<file path="config.mk">
export PLATFORM = sky130hd
export DESIGN_NAME = scc_cell
export DESIGN_NICKNAME = d
export VERILOG_FILES = /design/src/design/scc_pkg.sv /design/src/design/scc_cell.sv
export SDC_FILE = /design/constraint.sdc
export NUM_CORES = 1
export LEC_CHECK = 0
export BUFFER_PORTS_ARGS = -buffer_cell sky130_fd_sc_hd__buf_2
export CAP_MARGIN = 20
export CORE_MARGIN = 5
export CORE_UTILIZATION = 47
export CTS_BUF_LIST = sky130_fd_sc_hd__clkbuf_8
export DETAILED_ROUTE_END_ITERATION = 8
export PLACE_DENSITY = 0.86
export SYNTH_ARGS = -nofsm -noshare
export SYNTH_HDL_FRONTEND = slang
export SYNTH_SLANG_ARGS = --single-unit
export TNS_END_PERCENT = 5
</file>
<file path="constraint.sdc">
create_clock -name clk -period 1.6 [get_ports clk]
set_input_delay 0.08 -clock clk [delete_from_list [all_inputs] [get_ports clk]]
set_output_delay 0.08 -clock clk [all_outputs]
set_load 0.02 [all_outputs]
</file>
<file path="src/design/scc_pkg.sv">
// ----------------------------------------------------------------------------
// scc_pkg
// Shared types and constants for the sector cache tag and clock replacement
// control: payload words, cell flags, group encoder records and FSM states.
// ----------------------------------------------------------------------------
package scc_pkg;

    // Field widths fixed by the payload format.
    localparam int SECTOR_W        = 32;
    localparam int SLOT_W          = 6;

    // Default number of cache slots.
    localparam int DEFAULT_ENTRIES = 64;

    // Cells are grouped for the two-level first-set search.
    localparam int GRP_SIZE        = 8;
    localparam int LOC_W           = $clog2(GRP_SIZE);

    // Request word: one cache access.
    typedef struct packed {
        logic                mode;
        logic [SECTOR_W-1:0] sector;
    } scc_req_t;

    // Response word: outcome of one access.
    typedef struct packed {
        logic                hit;
        logic [SLOT_W-1:0]   slot;
        logic                writeback;
        logic [SECTOR_W-1:0] writeback_sector;
    } scc_rsp_t;

    // One flag per search class, handed from cell to cell inside a group.
    typedef struct packed {
        logic hit;    // valid entry holding the requested sector
        logic empty;  // slot not yet filled
        logic hi;     // accessed mark clear, at or above the clock hand
        logic all;    // accessed mark clear, anywhere
    } scc_chain_t;

    // Per-group result of the first level of the search.
    typedef struct packed {
        scc_chain_t       any;
        logic [LOC_W-1:0] loc_hit;
        logic [LOC_W-1:0] loc_empty;
        logic [LOC_W-1:0] loc_hi;
        logic [LOC_W-1:0] loc_all;
    } scc_grp_t;

    // Outcome of the selection step.
    typedef struct packed {
        logic hit;
        logic fill;
        logic evict;
        logic full_lap;  // every accessed mark was set: the hand went right round
    } scc_dec_t;

    // Update command broadcast to every cell.
    typedef struct packed {
        logic commit;
        logic fill;
        logic write;
        logic evict;
        logic full_lap;
    } scc_cmd_t;

    // Control sequencer states.
    typedef enum logic [1:0] {
        ST_IDLE,
        ST_GROUP,
        ST_SELECT,
        ST_COMMIT
    } scc_state_t;

endpackage

</file>
<file path="src/design/scc_cell.sv">
// ----------------------------------------------------------------------------
// scc_cell
// One cache slot: tag, valid, dirty and accessed marks. Compares its tag with
// the current sector, passes its search flags to the next cell of its group
// and applies the broadcast update command.
// ----------------------------------------------------------------------------
module scc_cell
    import scc_pkg::*;
#(
    parameter int ENTRIES = DEFAULT_ENTRIES,
    parameter int IDX     = 0,
    localparam int IDX_W  = $clog2(ENTRIES)
) (
    input  logic                clk,
    input  logic                rst_n,
    input  logic [SECTOR_W-1:0] sector,
    input  logic [IDX_W-1:0]    hand,
    input  logic [IDX_W-1:0]    slot,
    input  scc_cmd_t            cmd,
    input  scc_chain_t          chain_in,
    output scc_chain_t          chain_out,
    output scc_chain_t          first,
    output logic                valid,
    output logic                sel_dirty,
    output logic [SECTOR_W-1:0] sel_tag
);

    localparam logic [IDX_W-1:0] MY_IDX = IDX_W'(IDX);

    logic [SECTOR_W-1:0] tag_reg,   tag_next;
    logic                valid_reg, valid_next;
    logic                dirty_reg, dirty_next;
    logic                ref_reg,   ref_next;

    scc_chain_t cand;
    logic       self;
    logic       in_lap;

    // Search candidates of this cell; the first one in the group wins.
    always_comb
    begin
        cand.hit   = valid_reg && (tag_reg == sector);
        cand.empty = !valid_reg;
        cand.hi    = !ref_reg && (hand <= MY_IDX);
        cand.all   = !ref_reg;
        first      = cand & ~chain_in;
        chain_out  = cand | chain_in;
    end

    // The hand passes this cell on its way to the victim when the cell lies in
    // the circular range from the hand up to, but not including, the victim.
    always_comb
    begin
        self = (slot == MY_IDX);
        if (cmd.full_lap)
        begin
            in_lap = 1'b1;
        end
        else if (hand <= slot)
        begin
            in_lap = (MY_IDX >= hand) && (MY_IDX < slot);
        end
        else
        begin
            in_lap = (MY_IDX >= hand) || (MY_IDX < slot);
        end
    end

    // Update from the broadcast command.
    always_comb
    begin
        tag_next   = tag_reg;
        valid_next = valid_reg;
        dirty_next = dirty_reg;
        ref_next   = ref_reg;
        if (cmd.commit)
        begin
            if (self)
            begin
                if (cmd.fill)
                begin
                    tag_next   = sector;
                    valid_next = 1'b1;
                    dirty_next = cmd.write;
                end
                else
                begin
                    dirty_next = dirty_reg | cmd.write;
                end
                ref_next = 1'b1;
            end
            else if (cmd.evict && in_lap)
            begin
                ref_next = 1'b0;
            end
        end
    end

    // Marks are cleared by reset.
    always_ff @(posedge clk or negedge rst_n)
    begin
        if (!rst_n)
        begin
            valid_reg <= 1'b0;
            dirty_reg <= 1'b0;
            ref_reg   <= 1'b0;
        end
        else
        begin
            valid_reg <= valid_next;
            dirty_reg <= dirty_next;
            ref_reg   <= ref_next;
        end
    end

    // The tag is only looked at while the slot is valid.
    always_ff @(posedge clk)
    begin
        tag_reg <= tag_next;
    end

    // Valid as is; dirty and tag for the selected slot, zero elsewhere to OR.
    assign valid     = valid_reg;
    assign sel_dirty = self && dirty_reg;
    assign sel_tag   = self ? tag_reg : '0;

endmodule

</file>
==> results_dict.tcl <==
set metrics [dict create \
    reg2reg_setup_slack_ns 0.79 \
    layout-drive-gt1-share_pct 39.0 \
    antenna_found_initial 0 \
    dp_hpwl_mm 3.55 \
    drt_iter0_drc 122 \
    num_antenna_cells 0 \
    synth_top_area_share_pct 50.6 \
    outcome "complete, but fails checks" \
    routabilityCongestion 0.775 \
    clock-sinks 35 \
    synth-edff-count 32 \
    firstDrtPassIters 4 \
    critPathLaunchType "flop" \
    hold_viol_final 0 \
    grt_pass1_wl_mm 7.46 \
    cp_data_arrival_time_ns 1.81 \
    worstHoldPathCells 1 \
    fin_crit_sh_pct 118 \
    yosysTopAreaCell "edfxtp_1" \
    hold_class "primary input to flop" \
    grt.total_usage_pct 18.3 \
    grt_max_degree 35 \
    largest_reg_flops 32 \
    grt_pass1_vias 1689 \
    dp_slack_ns -0.0646 \
    die_y_um 73.6 \
    synth_fp_nets 218 \
    design.die.area_um2 5410 \
    critical_path.endpoint_type "output port" \
    wl_per_cell_um 14.4 \
    cts_buffer_depth 2 \
    synth_warnings 0 \
    cp_common_cell "nand4_1" \
    grt_setup_unrepaired "true" \
    peakVddDrop_mv 0.527 \
    cts_tree "done" \
    synth_common_cells "32 x edfxtp_1, 31 x and2_1, 20 x xnor2_1" \
    syn_area_per_cell_um2 12.1 \
    dr_wl_met2_mm 2.60 \
    path_cells "xnor2_2, nand4_1, nor4_2, nand4_1, nor3_2, buf_4" \
    cts_setup_buffers 0 \
    wl_met1_mm 1.82 \
    seq_area_frac_synth_pct 54.6 \
    core_um2 3970 \
    routed_wl_mm 4.94 \
    ioPinCount 97 \
    worstReg2RegStart "ref_reg" \
    syn_area_um2 1900 \
    cts_buffers 5 \
    num_vias 1673 \
    synth_cell_type_count 31 \
    dr_wl_met3_um 381 \
    worst_pin_slew_ns 0.279 \
    min_from "sector[3]" \
    yosys_register_bits 35 \
    io_buffers 96 \
    drv_slew 0 \
    drc 0 \
    ant_nets 0 \
    top_layer "met4" \
    path_class "flop to output port" \
    fmax_ghz 0.528 \
    async_flop_share_pct 8.57 \
    synthToLayoutAreaGrowth_pct 55.2 \
    r2r_cells 2 \
    leakagePower_nw 1.33 \
    worst_slack_ns -0.294 \
    htree_levels 2 \
    p_per_area_nw_per_um2 780 \
    max_stage_delay_ns 0.43 \
    cp_slowest_cell "edfxtp_1" \
    start_util_pct 47.8 \
    rows 23 \
    cp.required_ns 1.52 \
    fin_crit_ns 1.89 \
    fin_setup_tns_ns -0.588 \
    clock-root-buffer "clkbuf_8" \
    clkSlewWorstSetupHoldPaths_ns 0.07 \
    synth-main-ff-cell "edfxtp_1" \
    hold_end "tag_reg[3]" \
    r2r_end "ref_reg" \
    fin_nets 352 \
    avgViaCountPerCell 4.89 \
    crit_fanout 2 \
    clk_latency_ns 0.28 \
    drv_cap 0 \
    die_w_um 73.6 \
    max_slew_margin_pct 81.3 \
    synth_area_leaders "edfxtp_1 51%, and2_1 10%, xnor2_1 9.2%" \
    syn_inst 157 \
    yosysMostFrequentCell "edfxtp_1" \
    violations "negative setup slack" \
    fin_skew_ns 0 \
    grt-ovfl-total 0 \
    finalSetupViolCount 2 \
]
-- logic make-up after synthesis --
| family | after synthesis | synth area share (%) |
|---|---|---|
| and+or+nand+nor | 60 | 20.0 |
| DFF | 35 | 54.6 |
| xor gates and xnor gates | 31 | 14.3 |
| buffers and inverters | 13 | 2.77 |
| AOI/OAI and AO/OA | 12 | 4.35 |
| adders and majority gates | 6 | 3.96 |
-- worst max-delay path by stage --
stage / from / to / slack (ns) / cells after the start
3_3_place_gp: tag_reg[10] / first[3] / -0.1 / 6
4_1_cts: tag_reg[5] / first[3] / -0.33 / 6
5_1_grt: tag_reg[17] / first[3] / -0.52 / 6
3_5_place_dp: tag_reg[10] / first[3] / -0.06 / 6
2_1_floorplan: slot[3] / tag_reg[0] / 0.15 / 5
6_report: tag_reg[4] / first[3] / -0.29 / 6
-- per-stage QoR --
stage                     instances  power [mW]  hold WS [ns]  utilization (%)  cell area (um^2)
after global routing            342        2.40       0.00584             74.2              2950
after floorplan                 157        1.19        -0.216                -              1900
final                           342        2.30        0.0113             74.2              2950
after CTS                       339        2.31       0.00427             73.1              2900
after detailed placement        303        1.33        -0.122             62.4              2480
after global placement          303        1.32        -0.122             62.4              2480
-- power by group --
group	internal, mW	total [mW]	switching, mW	leakage [nW]
registers	1.02	1.04	0.0242	0.327
clock network	0.616	0.924	0.308	0.0695
logic	0.180	0.330	0.150	0.930
-- final cells by class --
class,count,area (um^2)
Clock buffer,5,68.8
Timing Repair Buffer,130,843
Multi-Input combinational cell,109,830
Tap cell,50,62.6
Inverter,10,41.3
Sequential cell,35,1040
Fill cell,264,1030
Clock inverter,3,63.8
-- per-layer routing --
layer	track usage (%)	vias up
met5	0	-
met4	9.86	0
met3	4.51	14
met2	31.9	60
met1	20.3	779
li1	-	820
-- cells in the final DEF (no fill, tap or decap), types with 2 or more instances in the layout --
cell type / n
a21oi_1: 3
and2_1: 31
buf_12: 2
buf_2: 94
buf_4: 3
bufinv_16: 2
clkbuf_8: 5
dfrtp_1: 3
dlygate4sd3_1: 31
edfxtp_1: 32
ha_1: 6
inv_1: 10
nand2_1: 2
nand2b_1: 2
nand4_1: 7
nor2_1: 3
nor4_1: 4
nor4_2: 2
o21ai_0: 2
xnor2_1: 19
xor2_1: 11
-- critical path: cells and delay by family, from the launching register on --
family,cells,cell delay (ns)
buffers and inverters,1,0.17
DFF,1,0.43
xor gates and xnor gates,1,0.17
and+or+nand+nor,4,0.76
-- timing repair --
action                                 in CTS  in global routing
pin swaps                                   3                  2
cloned                                      0                  0
hold buffers                               28                  3
setup endpoints to repair                   2                  2
resized for setup                           3                  2
endpoints found under the hold margin      30                  3
Note: power is estimated with default switching activity, not from simulation.
