`src/design/scc_pkg.sv`:
```
// ----------------------------------------------------------------------------
// scc_pkg
// Shared types and constants for the sector cache tag and clock replacement
// control: payload words, cell flags, group encoder records and FSM states.
// ----------------------------------------------------------------------------
package scc_pkg;

    // Field widths fixed by the payload format.
    localparam int SECTOR_W        = 32;
    localparam int SLOT_W          = 6;

    // Default number of cache slots.
    localparam int DEFAULT_ENTRIES = 64;

    // Cells are grouped for the two-level first-set search.
    localparam int GRP_SIZE        = 8;
    localparam int LOC_W           = $clog2(GRP_SIZE);

    // Request word: one cache access.
    typedef struct packed {
        logic                mode;
        logic [SECTOR_W-1:0] sector;
    } scc_req_t;

    // Response word: outcome of one access.
    typedef struct packed {
        logic                hit;
        logic [SLOT_W-1:0]   slot;
        logic                writeback;
        logic [SECTOR_W-1:0] writeback_sector;
    } scc_rsp_t;

    // One flag per search class, handed from cell to cell inside a group.
    typedef struct packed {
        logic hit;    // valid entry holding the requested sector
        logic empty;  // slot not yet filled
        logic hi;     // accessed mark clear, at or above the clock hand
        logic all;    // accessed mark clear, anywhere
    } scc_chain_t;

    // Per-group result of the first level of the search.
    typedef struct packed {
        scc_chain_t       any;
        logic [LOC_W-1:0] loc_hit;
        logic [LOC_W-1:0] loc_empty;
        logic [LOC_W-1:0] loc_hi;
        logic [LOC_W-1:0] loc_all;
    } scc_grp_t;

    // Outcome of the selection step.
    typedef struct packed {
        logic hit;
        logic fill;
        logic evict;
        logic full_lap;  // every accessed mark was set: the hand went right round
    } scc_dec_t;

    // Update command broadcast to every cell.
    typedef struct packed {
        logic commit;
        logic fill;
        logic write;
        logic evict;
        logic full_lap;
    } scc_cmd_t;

    // Control sequencer states.
    typedef enum logic [1:0] {
        ST_IDLE,
        ST_GROUP,
        ST_SELECT,
        ST_COMMIT
    } scc_state_t;

endpackage

```
`src/design/scc_pick.sv`:
```
// ----------------------------------------------------------------------------
// scc_pick
// Slot selection: registers the per-group first-set results from the cells,
// picks the winning group for each class, decides hit, fill or eviction and
// holds the clock hand.
// ----------------------------------------------------------------------------
module scc_pick
    import scc_pkg::*;
#(
    parameter int ENTRIES = DEFAULT_ENTRIES,
    localparam int IDX_W  = $clog2(ENTRIES)
) (
    input  logic             clk,
    input  logic             rst_n,
    input  scc_chain_t       first [ENTRIES],
    input  logic             load_grp,
    input  logic             load_dec,
    input  logic             step_hand,
    output scc_dec_t         dec,
    output logic [IDX_W-1:0] slot,
    output logic [IDX_W-1:0] hand
);

    localparam int NGRP  = (ENTRIES + GRP_SIZE - 1) / GRP_SIZE;
    localparam int PAD_N = NGRP * GRP_SIZE;

    scc_chain_t       first_pad [PAD_N];
    scc_grp_t         grp_reg   [NGRP];
    scc_grp_t         grp_next  [NGRP];
    scc_dec_t         dec_reg,  dec_next;
    logic [IDX_W-1:0] slot_reg, slot_next;
    logic [IDX_W-1:0] hand_reg, hand_next;

    logic             hit_any, empty_any, hi_any, all_any;
    logic [IDX_W-1:0] hit_idx, empty_idx, hi_idx, all_idx;

    // Pad the flag row to whole groups.
    for (genvar i = 0; i < PAD_N; i++)
    begin : g_pad
        if (i < ENTRIES)
        begin : g_real
            assign first_pad[i] = first[i];
        end
        else
        begin : g_zero
            assign first_pad[i] = '0;
        end
    end

    // First level: within a group at most one cell flags each class, so the
    // local position is an OR of the flagged positions.
    always_comb
    begin
        for (int g = 0; g < NGRP; g++)
        begin
            grp_next[g] = '0;
            for (int j = 0; j < GRP_SIZE; j++)
            begin
                grp_next[g].any = grp_next[g].any | first_pad[g * GRP_SIZE + j];
                if (first_pad[g * GRP_SIZE + j].hit)
                begin
                    grp_next[g].loc_hit = grp_next[g].loc_hit | LOC_W'(j);
                end
                if (first_pad[g * GRP_SIZE + j].empty)
                begin
                    grp_next[g].loc_empty = grp_next[g].loc_empty | LOC_W'(j);
                end
                if (first_pad[g * GRP_SIZE + j].hi)
                begin
                    grp_next[g].loc_hi = grp_next[g].loc_hi | LOC_W'(j);
                end
                if (first_pad[g * GRP_SIZE + j].all)
                begin
                    grp_next[g].loc_all = grp_next[g].loc_all | LOC_W'(j);
                end
            end
        end
    end

    always_ff @(posedge clk)
    begin
        if (load_grp)
        begin
            grp_reg <= grp_next;
        end
    end

    // Second level: lowest group with a flag wins (scanned downwards so the
    // last assignment is the lowest).
    always_comb
    begin
        hit_any   = 1'b0;
        empty_any = 1'b0;
        hi_any    = 1'b0;
        all_any   = 1'b0;
        hit_idx   = '0;
        empty_idx = '0;
        hi_idx    = '0;
        all_idx   = '0;
        for (int g = NGRP - 1; g >= 0; g--)
        begin
            if (grp_reg[g].any.hit)
            begin
                hit_any = 1'b1;
                hit_idx = IDX_W'(g * GRP_SIZE + int'(grp_reg[g].loc_hit));
            end
            if (grp_reg[g].any.empty)
            begin
                empty_any = 1'b1;
                empty_idx = IDX_W'(g * GRP_SIZE + int'(grp_reg[g].loc_empty));
            end
            if (grp_reg[g].any.hi)
            begin
                hi_any = 1'b1;
                hi_idx = IDX_W'(g * GRP_SIZE + int'(grp_reg[g].loc_hi));
            end
            if (grp_reg[g].any.all)
            begin
                all_any = 1'b1;
                all_idx = IDX_W'(g * GRP_SIZE + int'(grp_reg[g].loc_all));
            end
        end
    end

    // Decision: hit, else lowest empty slot, else the clock victim. The victim
    // is the first clear mark from the hand onwards, wrapping; if every mark is
    // set the hand goes right round and the victim is the hand's own slot.
    always_comb
    begin
        dec_next.hit      = hit_any;
        dec_next.fill     = !hit_any;
        dec_next.evict    = !hit_any && !empty_any;
        dec_next.full_lap = !hit_any && !empty_any && !hi_any && !all_any;
        if (hit_any)
        begin
            slot_next = hit_idx;
        end
        else if (empty_any)
        begin
            slot_next = empty_idx;
        end
        else if (hi_any)
        begin
            slot_next = hi_idx;
        end
        else if (all_any)
        begin
            slot_next = all_idx;
        end
        else
        begin
            slot_next = hand_reg;
        end
    end

    always_ff @(posedge clk or negedge rst_n)
    begin
        if (!rst_n)
        begin
            dec_reg <= '0;
        end
        else if (load_dec)
        begin
            dec_reg <= dec_next;
        end
    end

    always_ff @(posedge clk)
    begin
        if (load_dec)
        begin
            slot_reg <= slot_next;
        end
    end

    // The hand comes to rest one past the victim.
    always_comb
    begin
        hand_next = hand_reg;
        if (step_hand)
        begin
            hand_next = (slot_reg == IDX_W'(ENTRIES - 1)) ? '0 : slot_reg + IDX_W'(1);
        end
    end

    always_ff @(posedge clk or negedge rst_n)
    begin
        if (!rst_n)
        begin
            hand_reg <= '0;
        end
        else
        begin
            hand_reg <= hand_next;
        end
    end

    assign dec  = dec_reg;
    assign slot = slot_reg;
    assign hand = hand_reg;

endmodule

```
`config.mk`:
```
export PLATFORM = sky130hd
export DESIGN_NAME = scc_pick
export DESIGN_NICKNAME = d
export VERILOG_FILES = /design/src/design/scc_pkg.sv /design/src/design/scc_pick.sv
export SDC_FILE = /design/constraint.sdc
export NUM_CORES = 1
export LEC_CHECK = 0
export BUFFER_PORTS_ARGS = -buffer_cell sky130_fd_sc_hd__buf_2
export CAP_MARGIN = 25
export CORE_MARGIN = 3
export CORE_UTILIZATION = 45
export DETAILED_ROUTE_END_ITERATION = 16
export PLACE_DENSITY = 0.83
export SLEW_MARGIN = 20
export SYNTH_ARGS = -nofsm -noshare
export SYNTH_HDL_FRONTEND = slang
export SYNTH_SLANG_ARGS = --single-unit
export TNS_END_PERCENT = 10
```
`constraint.sdc`:
```
create_clock -name clk -period 3.1 [get_ports clk]
set_input_delay 0.62 -clock clk [delete_from_list [all_inputs] [get_ports clk]]
set_output_delay 0.62 -clock clk [all_outputs]
set_load 0.1 [all_outputs]
```
==> impl_metrics.py, run 1 <==
metrics = {
    "synthesis": {
        "yosysWarnings": 0,
        "ys_types": 54,
        "synth-seq-cells": 144,
        "synth_nets": 811,
        "synth_edf_count": 134,
        "syn_area_per_cell_um2": 12.53,
        "async_flop_share": 0.06944,
        "synth-seq-area-share": 0.6212,
        "ys.flop_type": "edfxtp_1",
        "syn_area_um2": 6880,
        "synth_cells": 549,
    },
    "global_routing": {
        "antenna_found_initial": 0,
        "grt-ovfl-total": 0,
        "grt_pass1_vias": 5904,
        "grtUsageTotal": 0.2135,
        "grt_max_degree": 57,
        "grt_pass1_wl_um": 27670,
    },
    "clock_tree": {
        "cts_htree_levels": 4,
        "numCtsBuffers": 17,
        "cts.repair.resized": 0,
        "ctsRootBufferMaster": "clkbuf_16",
        "cts_hold_buf": 0,
        "cts_sinks": 144,
        "insertion_delay_ns": 0.41,
        "post_cts_buffers": 0,
        "cts.clk_slew.worst_paths_ns": 0.06,
        "max-clock-path-buffers": 2,
        "cts_tree": "done",
    },
    "power": {
        "ir_drop_v": 0.0003790,
        "leakage_nw": 3.431,
        "power_density_nw_per_um2": 533.3,
    },
    "layout": {
        "fill_cells": 1170,
        "layout_commonest_cell": "buf_2",
        "most-common-layout-cells": "275 x buf_2, 134 x edfxtp_1, 96 x or4_1",
        "seqCellArea_um2": 4274,
        "final_nets": 1096,
        "largest_register_ffs": 128,
        "syn_to_final_growth_pct": 31.06,
        "post-route-util": 0.6112,
        "diodes": 0,
        "final_area_um2": 9017,
        "drive_gt1_frac": 0.3771,
        "multi_input_area_um2": 2474,
    },
    "timing": {
        "rsz0062_at_grt": "no",
        "post-route-period-util": 0.7446,
        "max_freq_mhz": 433.2,
        "worstMarginPinSlew_ns": 0.6229,
        "drv_slew": 0,
        "max_slew_margin": 0.5740,
        "setup_viol": 0,
        "fin_tns_setup_ns": 0,
        "skew_ns": 0.004589,
        "hold_violations": 0,
        "min_period_ns": 2.308,
    },
    "worst_setup_path": {
        "start_kind": "flip-flop",
        "cp.arrival_ns": 2.47,
        "worstSetupPathType": "flip-flop to flip-flop",
        "worst_ep_required_time_ns": 3.26,
        "crit_start": "grp_reg[31]",
        "r2r_cells": 4,
        "timing.rr.end": "slot[1]",
        "end_kind": "flip-flop",
        "regToRegSetupSlack_ns": 0.79,
        "r2r_start": "grp_reg[31]",
        "crit_fanout": 11,
    },
    "floorplanning": {
        "die_x_um": 129.7,
        "rows": 44,
        "core_um2": 14750,
        "die_area_um2": 16810,
        "ios": 277,
        "fp.dieH_um": 129.7,
        "initial_utilization": 0.4663,
    },
    "routing": {
        "drc_errors": 0,
        "viasPerCell": 5.686,
        "drt-total-wl_um": 17920,
        "firstDrtPassIters": 5,
        "post_drt_wl_per_cell_um": 17.40,
        "drt_iter0_markers": 362,
        "antenna_left": 0,
        "vias": 5857,
    },
    "placed_design": {
        "dpl_cell_area_um2": 8462,
        "dp_hpwl_um": 14230,
        "port_buffers": 276,
        "globalplace.congestion": 0.8495,
    },
    "worst_hold_path": {
        "hold_path_class": "primary input to async pin",
    },
    "status": {
        "outcome": "finished, final reports clean",
    },
    "job": {
        "cap_violations": 0,
    },
}
## worst max-delay path by stage
stage          endpoint  cells after the start
5_1_grt         slot[3]                      4
2_1_floorplan   slot[0]                      6
3_5_place_dp    slot[3]                      4
3_3_place_gp    slot[0]                      6
6_report        slot[1]                      4
4_1_cts         slot[3]                      4
## cell families (layout without fill, tap and decap cells)
kind of cell / after synthesis / in the layout / synth area share
buffers and inverters: 28 / 325 / 0.01928
muxes: 4 / 4 / 0.006365
adders and majority gates: 1 / 1 / 0.001818
DFF: 144 / 144 / 0.6212
xor gates and xnor gates: 4 / 4 / 0.005093
and+or+nand+nor: 258 / 258 / 0.2371
AOI/OAI and AO/OA: 110 / 110 / 0.1091
## through the flow
stage               cells  hold WS [ns]  setup slack [ns]  power, mW
finish               1030       0.07851            0.7917      4.809
global route         1030       0.06670            0.6322      4.994
CTS                  1030       0.06547            0.8423      4.843
detailed placement    999        0.5073            0.8589      2.929
global placement      999        0.5065            0.9255      2.915
floorplan             549        0.3244             1.099      2.617
## critical path, stage by stage (launching register included)
cell,delay [ns]
edfxtp_1,0.46
nor4_1,0.48
nand3_1,0.41
a211o_1,0.39
o32a_1,0.32
## routing by layer
| layer | vias to the layer above | track usage | wire length, um |
|---|---|---|---|
| met5 | - | 0 | 0 |
| met4 | 0 | 0.07152 | 285 |
| met3 | 25 | 0.05070 | 1280 |
| met2 | 252 | 0.3855 | 9447 |
| met1 | 2726 | 0.2494 | 6905 |
| li1 | 2854 | - | - |
## Yosys cell counts (8+ instances only)
| cell | instances | area, um^2 |
|---|---|---|
| a21oi_1 | 29 | 145.1 |
| a221oi_1 | 12 | 105.1 |
| dfrtp_1 | 10 | 250.2 |
| edfxtp_1 | 134 | 4024 |
| inv_1 | 16 | 60.06 |
| nand2_1 | 22 | 82.58 |
| nand2b_1 | 38 | 237.7 |
| nand3_1 | 8 | 40.04 |
| nor2_1 | 31 | 116.4 |
| nor2b_1 | 9 | 56.30 |
| nor3_1 | 8 | 40.04 |
| nor4_1 | 34 | 212.7 |
| o21ai_0 | 18 | 90.09 |
| or4_1 | 96 | 720.7 |
## where the power goes
group / switching (mW) / internal (mW)
Sequential: 0.0877 / 2.26
Combinational: 0.330 / 0.220
Clock: 0.740 / 1.18
Total: 1.16 / 3.65
## layout make-up
cell class                      count  area share
Clock buffer                       21     0.04884
Inverter                           16    0.006660
Clock inverter                     10     0.01277
Timing Repair Buffer              278      0.1579
Multi-Input combinational cell    377      0.2743
Tap cell                          184     0.02553
Sequential cell                   144      0.4740
Note: power is estimated with default switching activity, not from simulation.
==> inputs of run 2 (changes only) <==
--- a/config.mk
+++ b/config.mk
@@ -5,12 +5,13 @@
 export SDC_FILE = /design/constraint.sdc
 export NUM_CORES = 1
 export LEC_CHECK = 0
+export ABC_AREA = 1
 export BUFFER_PORTS_ARGS = -buffer_cell sky130_fd_sc_hd__buf_2
 export CAP_MARGIN = 25
 export CORE_MARGIN = 3
 export CORE_UTILIZATION = 45
 export DETAILED_ROUTE_END_ITERATION = 16
-export PLACE_DENSITY = 0.83
+export PLACE_DENSITY = 0.82
 export SLEW_MARGIN = 20
 export SYNTH_ARGS = -nofsm -noshare
 export SYNTH_HDL_FRONTEND = slang
==> constraint.sdc (replaced) <==
create_clock -name clk -period 2.4 [get_ports clk]
set_input_delay 0.48 -clock clk [delete_from_list [all_inputs] [get_ports clk]]
set_output_delay 0.48 -clock clk [all_outputs]
set_load 0.1 [all_outputs]
==> run 2 against run 1 <==
Die area rose by 7.2%. Register-to-register slack got worse by 0.19 ns. Hold slack improved by 0.25 ns. Largest cell class unchanged. Via count rose by 15%. Clock skew rose by 0.0033 ns. Utilization fell by 0.83 points. Setup slack got worse by 0.19 ns. Power rose by 32%.
==> impl_metrics.py, run 2 <==
metrics = {
    "clock_tree": {
        "numCtsBuffers": 17,
        "cts_htree_levels": 4,
        "cts.clk_slew.worst_paths_ns": 0.06,
        "cts_tree": "done",
        "insertion_delay_ns": 0.41,
        "ctsRootBufferMaster": "clkbuf_16",
        "max-clock-path-buffers": 2,
        "cts_sinks": 144,
        "cts.repair.resized": 0,
    },
    "worst_setup_path": {
        "crit_fanout": 3,
        "cp_top_family": "buffers and inverters",
        "end_kind": "output pin",
        "worst_ep_required_time_ns": 1.92,
        "worstSetupPathType": "flip-flop to output pin",
        "cpPeakStageDelay_ns": 0.47,
        "worst-path-buf-inv": 1,
        "worst_path_max_delay_cell": "buf_2",
        "cp.arrival_ns": 1.32,
        "worstPathCellList": "buf_2",
        "start_kind": "flip-flop",
    },
    "synthesis": {
        "synth_edf_count": 134,
        "synth_top_area_share": 0.5437,
        "syn_area_per_cell_um2": 8.971,
        "synth-seq-area-share": 0.5775,
        "synth_nets": 1087,
        "synthTopCellsByArea": "edfxtp_1 54%, nand2_1 8.4%, nand3_1 6.9%",
        "yosysWarnings": 0,
        "async_flop_share": 0.06944,
        "synth_cells": 825,
        "ys_types": 33,
        "ys.flop_type": "edfxtp_1",
        "yosys-top-cells-count": "165 x nand2_1, 134 x edfxtp_1, 118 x inv_1",
        "synth_top_area_cell": "edfxtp_1",
        "syn_area_um2": 7401,
        "synth-seq-cells": 144,
        "synth.most_common_cell": "nand2_1",
    },
    "routing": {
        "firstDrtPassIters": 5,
        "drt_iter0_markers": 390,
        "vias": 6725,
        "viasPerCell": 4.985,
        "post_drt_wl_per_cell_um": 13.68,
        "antenna_left": 0,
        "drt-total-wl_um": 18460,
        "drc_errors": 0,
    },
    "placed_design": {
        "dpl.cell_count": 1317,
        "port_buffers": 276,
        "dp_hpwl_um": 15100,
        "globalplace.congestion": 0.8702,
    },
    "floorplanning": {
        "initial_utilization": 0.4625,
        "ios": 277,
        "core_um2": 16000,
        "fp.dieH_um": 134.2,
        "die_x_um": 134.2,
        "rows": 46,
        "die_area_um2": 18020,
    },
    "layout": {
        "final_nets": 1383,
        "layout_commonest_cell": "buf_2",
        "drive_gt1_frac": 0.2939,
        "post-route-util": 0.6028,
        "largest_register_ffs": 128,
        "most-common-layout-cells": "275 x buf_2, 165 x nand2_1, 134 x edfxtp_1",
        "syn_to_final_growth_pct": 30.33,
        "fin_cells": 1349,
        "fill_cells": 1418,
        "diodes": 0,
    },
    "global_routing": {
        "antenna_found_initial": 0,
        "grt_max_degree": 45,
        "grt_pass1_wl_um": 29330,
        "grt_pass1_vias": 6573,
        "grtUsageTotal": 0.2043,
        "grt-ovfl-total": 0,
    },
    "timing": {
        "hold_violations": 0,
        "setup_viol": 0,
        "drv_slew": 0,
        "max_freq_mhz": 555.9,
        "rsz0062_at_grt": "no",
        "fin_tns_setup_ns": 0,
        "skew_ns": 0.007846,
        "max_slew_margin": 0.6531,
        "worstMarginPinSlew_ns": 0.5239,
        "post-route-period-util": 0.7496,
        "min_period_ns": 1.799,
    },
    "power": {
        "ir_drop_v": 0.0005014,
        "leakage_nw": 4.295,
        "power_mw": 6.335,
        "power_density_nw_per_um2": 656.8,
    },
    "worst_hold_path": {
        "hold_path_class": "primary input to flip-flop",
    },
    "job": {
        "cap_violations": 0,
    },
    "status": {
        "outcome": "finished, final reports clean",
    },
}
[run 2: cell count changes after synthesis, moves of 10 or more]
cell | previous run | this run
a21oi_1 | 29 | 39
a221oi_1 | 12 | 2
inv_1 | 16 | 118
nand2_1 | 22 | 165
nand2b_1 | 38 | 0
nand3_1 | 8 | 102
nor2_1 | 31 | 110
nor3_1 | 8 | 34
or4_1 | 96 | 8
[run 2: metrics by stage]
stage          area (um^2)  hold WS (ns)  setup WS, ns
6_report              9646        0.3273        0.6010
3_3_place_gp          9065        0.3528        0.6963
5_1_grt               9646        0.3312        0.3683
2_1_floorplan         7401        0.1844        0.3979
4_1_cts               9646        0.3036        0.5775
3_5_place_dp          9065        0.3557        0.6204
[run 2: cell type report]
type	instances	area, um^2	share of cell area
Inverter	124	465.4	0.04826
Sequential cell	144	4274	0.4431
Clock inverter	12	137.6	0.01427
Clock buffer	19	432.9	0.04488
Timing Repair Buffer	281	1449	0.1502
Tap cell	216	270.3	0.02802
Multi-Input combinational cell	553	2616	0.2712
[run 2: final timing paths]
| kind | slack [ns] | endpoint | startpoint | cells past startpoint |
|---|---|---|---|---|
| max | 0.60 | slot[5] | slot[5] | 1 |
| min | 0.33 | hand[3] | step_hand | 2 |
| max reg2reg | 0.60 | slot[0] | grp_reg[29] | 8 |
| min reg2reg | 0.49 | dec[1] | dec[1] | 2 |
| max in group asynchronous | 1.70 | dec[0] | rst_n | 2 |
| min in group asynchronous | 0.49 | dec[2] | rst_n | 2 |
[run 2: where the power goes]
group / internal (mW) / total (mW) / switching (mW)
Combinational: 0.304 / 0.822 / 0.518
Clock: 1.53 / 2.50 / 0.971
Sequential: 2.91 / 3.01 / 0.101
Total: 4.75 / 6.34 / 1.59
[run 2: cells by family after synthesis]
| family | count (synthesis) | synth area share |
|---|---|---|
| AND/OR/NAND/NOR | 471 | 0.2894 |
| flip-flops | 144 | 0.5775 |
| buffers and inverters | 128 | 0.06898 |
| AO/OA/AOI/OAI | 79 | 0.06002 |
| XOR/XNOR | 2 | 0.002367 |
| adder cells (fa/ha/maj) | 1 | 0.001690 |
[run 2: what timing repair did]
action,in CTS,in global routing
buffers inserted,0,0
hold buffers,1,0
hold endpoints to repair,10,0
[run 2: per-layer routing]
layer  global-route usage  up-vias  share of wire
met3              0.03976       21          0.079
li1                     -     3443              -
met1               0.2533     3002           0.41
met4              0.05882        0          0.013
met5                    0        -              0
met2               0.3640      259           0.50
==> inputs of run 3 (changes only) <==
==> constraint.sdc (replaced) <==
create_clock -name clk -period 1.9 [get_ports clk]
set_input_delay 0.38 -clock clk [delete_from_list [all_inputs] [get_ports clk]]
set_output_delay 0.38 -clock clk [all_outputs]
set_load 0.1 [all_outputs]
==> run 3 against run 2 <==
Sequential power up 26%. Die area stayed put. Hold slack worse by 0.097 ns. Global-route usage grew 0.17 points. Critical path depth grew 7. Sequential share of layout area down 0.39 points. Power rose by 31%. Non-clock buffer count up 4. Largest cell class unchanged.
==> impl_metrics.py, run 3 (synthesis results as in run 2) <==
metrics = {
    "status": {
        "outcome": "finished, final reports clean",
    },
    "floorplanning": {
        "initial_utilization": 0.4625,
        "die_area_um2": 18020,
        "core_um2": 16000,
        "die_x_um": 134.2,
        "ios": 277,
        "fp.dieH_um": 134.2,
        "rows": 46,
    },
    "clock_tree": {
        "max-clock-path-buffers": 2,
        "cts_tree": "done",
        "cts_htree_levels": 4,
        "ctsRootBufferMaster": "clkbuf_16",
        "numCtsBuffers": 17,
        "cts.clk_slew.worst_paths_ns": 0.06,
        "cts_sinks": 144,
        "insertion_delay_ns": 0.42,
    },
    "worst_hold_path": {
        "holdPathEnd": "grp_reg[22]",
        "hp-start": "first[58]",
        "hold_path_class": "primary input to flip-flop",
        "whs_path_depth": 3,
    },
    "worst_setup_path": {
        "worstSetupPathType": "flip-flop to flip-flop",
        "r2r_cells": 8,
        "timing.rr.end": "slot[1]",
        "end_kind": "flip-flop",
        "r2r_start": "grp_reg[29]",
        "cp.arrival_ns": 1.88,
        "start_kind": "flip-flop",
        "crit_fanout": 11,
        "worst_ep_required_time_ns": 2.06,
        "regToRegSetupSlack_ns": 0.18,
        "crit_start": "grp_reg[29]",
    },
    "power": {
        "power_density_nw_per_um2": 852.1,
        "seqPwrFrac": 0.458,
        "p_int_mw": 6.265,
        "swShare": 0.2445,
        "leakage_nw": 4.343,
        "pwr-share-clk": 0.414,
        "power_mw": 8.292,
        "ir_drop_v": 0.0006532,
        "p_sw_mw": 2.027,
        "p_comb_frac": 0.127,
    },
    "placed_design": {
        "port_buffers": 276,
        "globalplace.congestion": 0.8434,
        "dp_hpwl_um": 15270,
        "dp_slack_ns": 0.1028,
        "dpl.cell_count": 1321,
        "dpl_cell_area_um2": 9095,
    },
    "global_routing": {
        "grtUsageTotal": 0.2060,
        "grt-ovfl-total": 0,
        "grt_max_degree": 40,
        "grt_pass1_wl_um": 29260,
        "grt_util_met2": 0.3690,
        "antenna_found_initial": 1,
        "grt_pass1_vias": 6530,
        "top_usage_layer": "met2",
        "met3_usage": 0.05401,
        "use_met1": 0.2399,
    },
    "timing": {
        "layout_setup_ws_ns": 0.1834,
        "min_period_ns": 1.717,
        "rsz0062_at_grt": "no",
        "max_freq_mhz": 582.6,
        "skew_ns": 0.008622,
        "max_slew_margin": 0.6504,
        "worstMarginPinSlew_ns": 0.5281,
        "drv_slew": 0,
        "post-route-period-util": 0.9035,
        "hold_violations": 0,
        "fin_tns_setup_ns": 0,
        "setup_viol": 0,
    },
    "routing": {
        "drt_iter0_markers": 396,
        "antenna_left": 0,
        "drt-total-wl_um": 18960,
        "vias": 6892,
        "drc_errors": 0,
        "viasPerCell": 5.086,
        "firstDrtPassIters": 6,
        "post_drt_wl_per_cell_um": 14.00,
    },
    "layout": {
        "final_area_um2": 9732,
        "fin_cells": 1355,
        "most-common-layout-cells": "275 x buf_2, 165 x nand2_1, 134 x edfxtp_1",
        "final_nets": 1387,
        "layout_commonest_cell": "buf_2",
        "drive_gt1_frac": 0.2970,
        "largest_register_ffs": 128,
        "syn_to_final_growth_pct": 31.50,
    },
    "job": {
        "cap_violations": 0,
    },
}
==> run 3: area by class of cell <==
cell class	count	area [um^2]
clock inverters	13	186.4
fillers	1382	6269
multi-input cells	553	2621
diodes	1	2.502
flip-flops and latches	144	4274
clock buffers	19	432.9
repair buffers	285	1479
inverters	124	465.4
well taps	216	270.3
==> run 3: repair_timing <==
item,4_1_cts,5_1_grt
endpoints found under the setup margin,0,5
resized for setup,0,1
setup buffers,0,0
hold buffers,1,0
endpoints found under the hold margin,10,0
==> run 3: critical path, cell delays in order (launching register included) <==
cell	delay, ns
edfxtp_1	0.45
nor2_1	0.19
nand2_1	0.12
nor2_4	0.25
nand2_1	0.09
a21oi_1	0.14
nand2_1	0.08
nand3_1	0.08
a21oi_1	0.07
==> run 3: power groups by stage <==
stage	Combinational [mW]	Sequential (mW)	Clock [mW]
final	1.06	3.80	3.44
after global routing	1.17	3.82	3.64
after CTS	1.05	3.80	3.49
after detailed placement	1.04	3.86	0
after global placement	1.02	3.85	0
after floorplan	0.363	4.00	0
==> run 3: how the worst max path moves through the flow <==
stage | end | slack (ns) | cells after the start
floorplan | hand[0] | -0.10 | 8
global placement | slot[1] | 0.20 | 8
detailed placement | slot[1] | 0.10 | 8
CTS | slot[1] | 0.07 | 8
global route | slot[1] | 0.04 | 8
finish | slot[1] | 0.18 | 8
==> run 3: layer usage <==
metal	wire length, um	vias up	share of wire
met2	9600	277	0.51
met3	1527	26	0.081
met4	388	0	0.020
li1	-	3453	-
met5	0	-	0
met1	7447	3136	0.39
==> run 3: stage by stage <==
| stage | hold slack, ns | util |
|---|---|---|
| finish | 0.2305 | 0.6082 |
| global route | 0.2273 | 0.6082 |
| CTS | 0.2105 | 0.6078 |
| detailed placement | 0.2555 | 0.5684 |
| global placement | 0.2490 | 0.5684 |
| floorplan | 0.08441 | - |
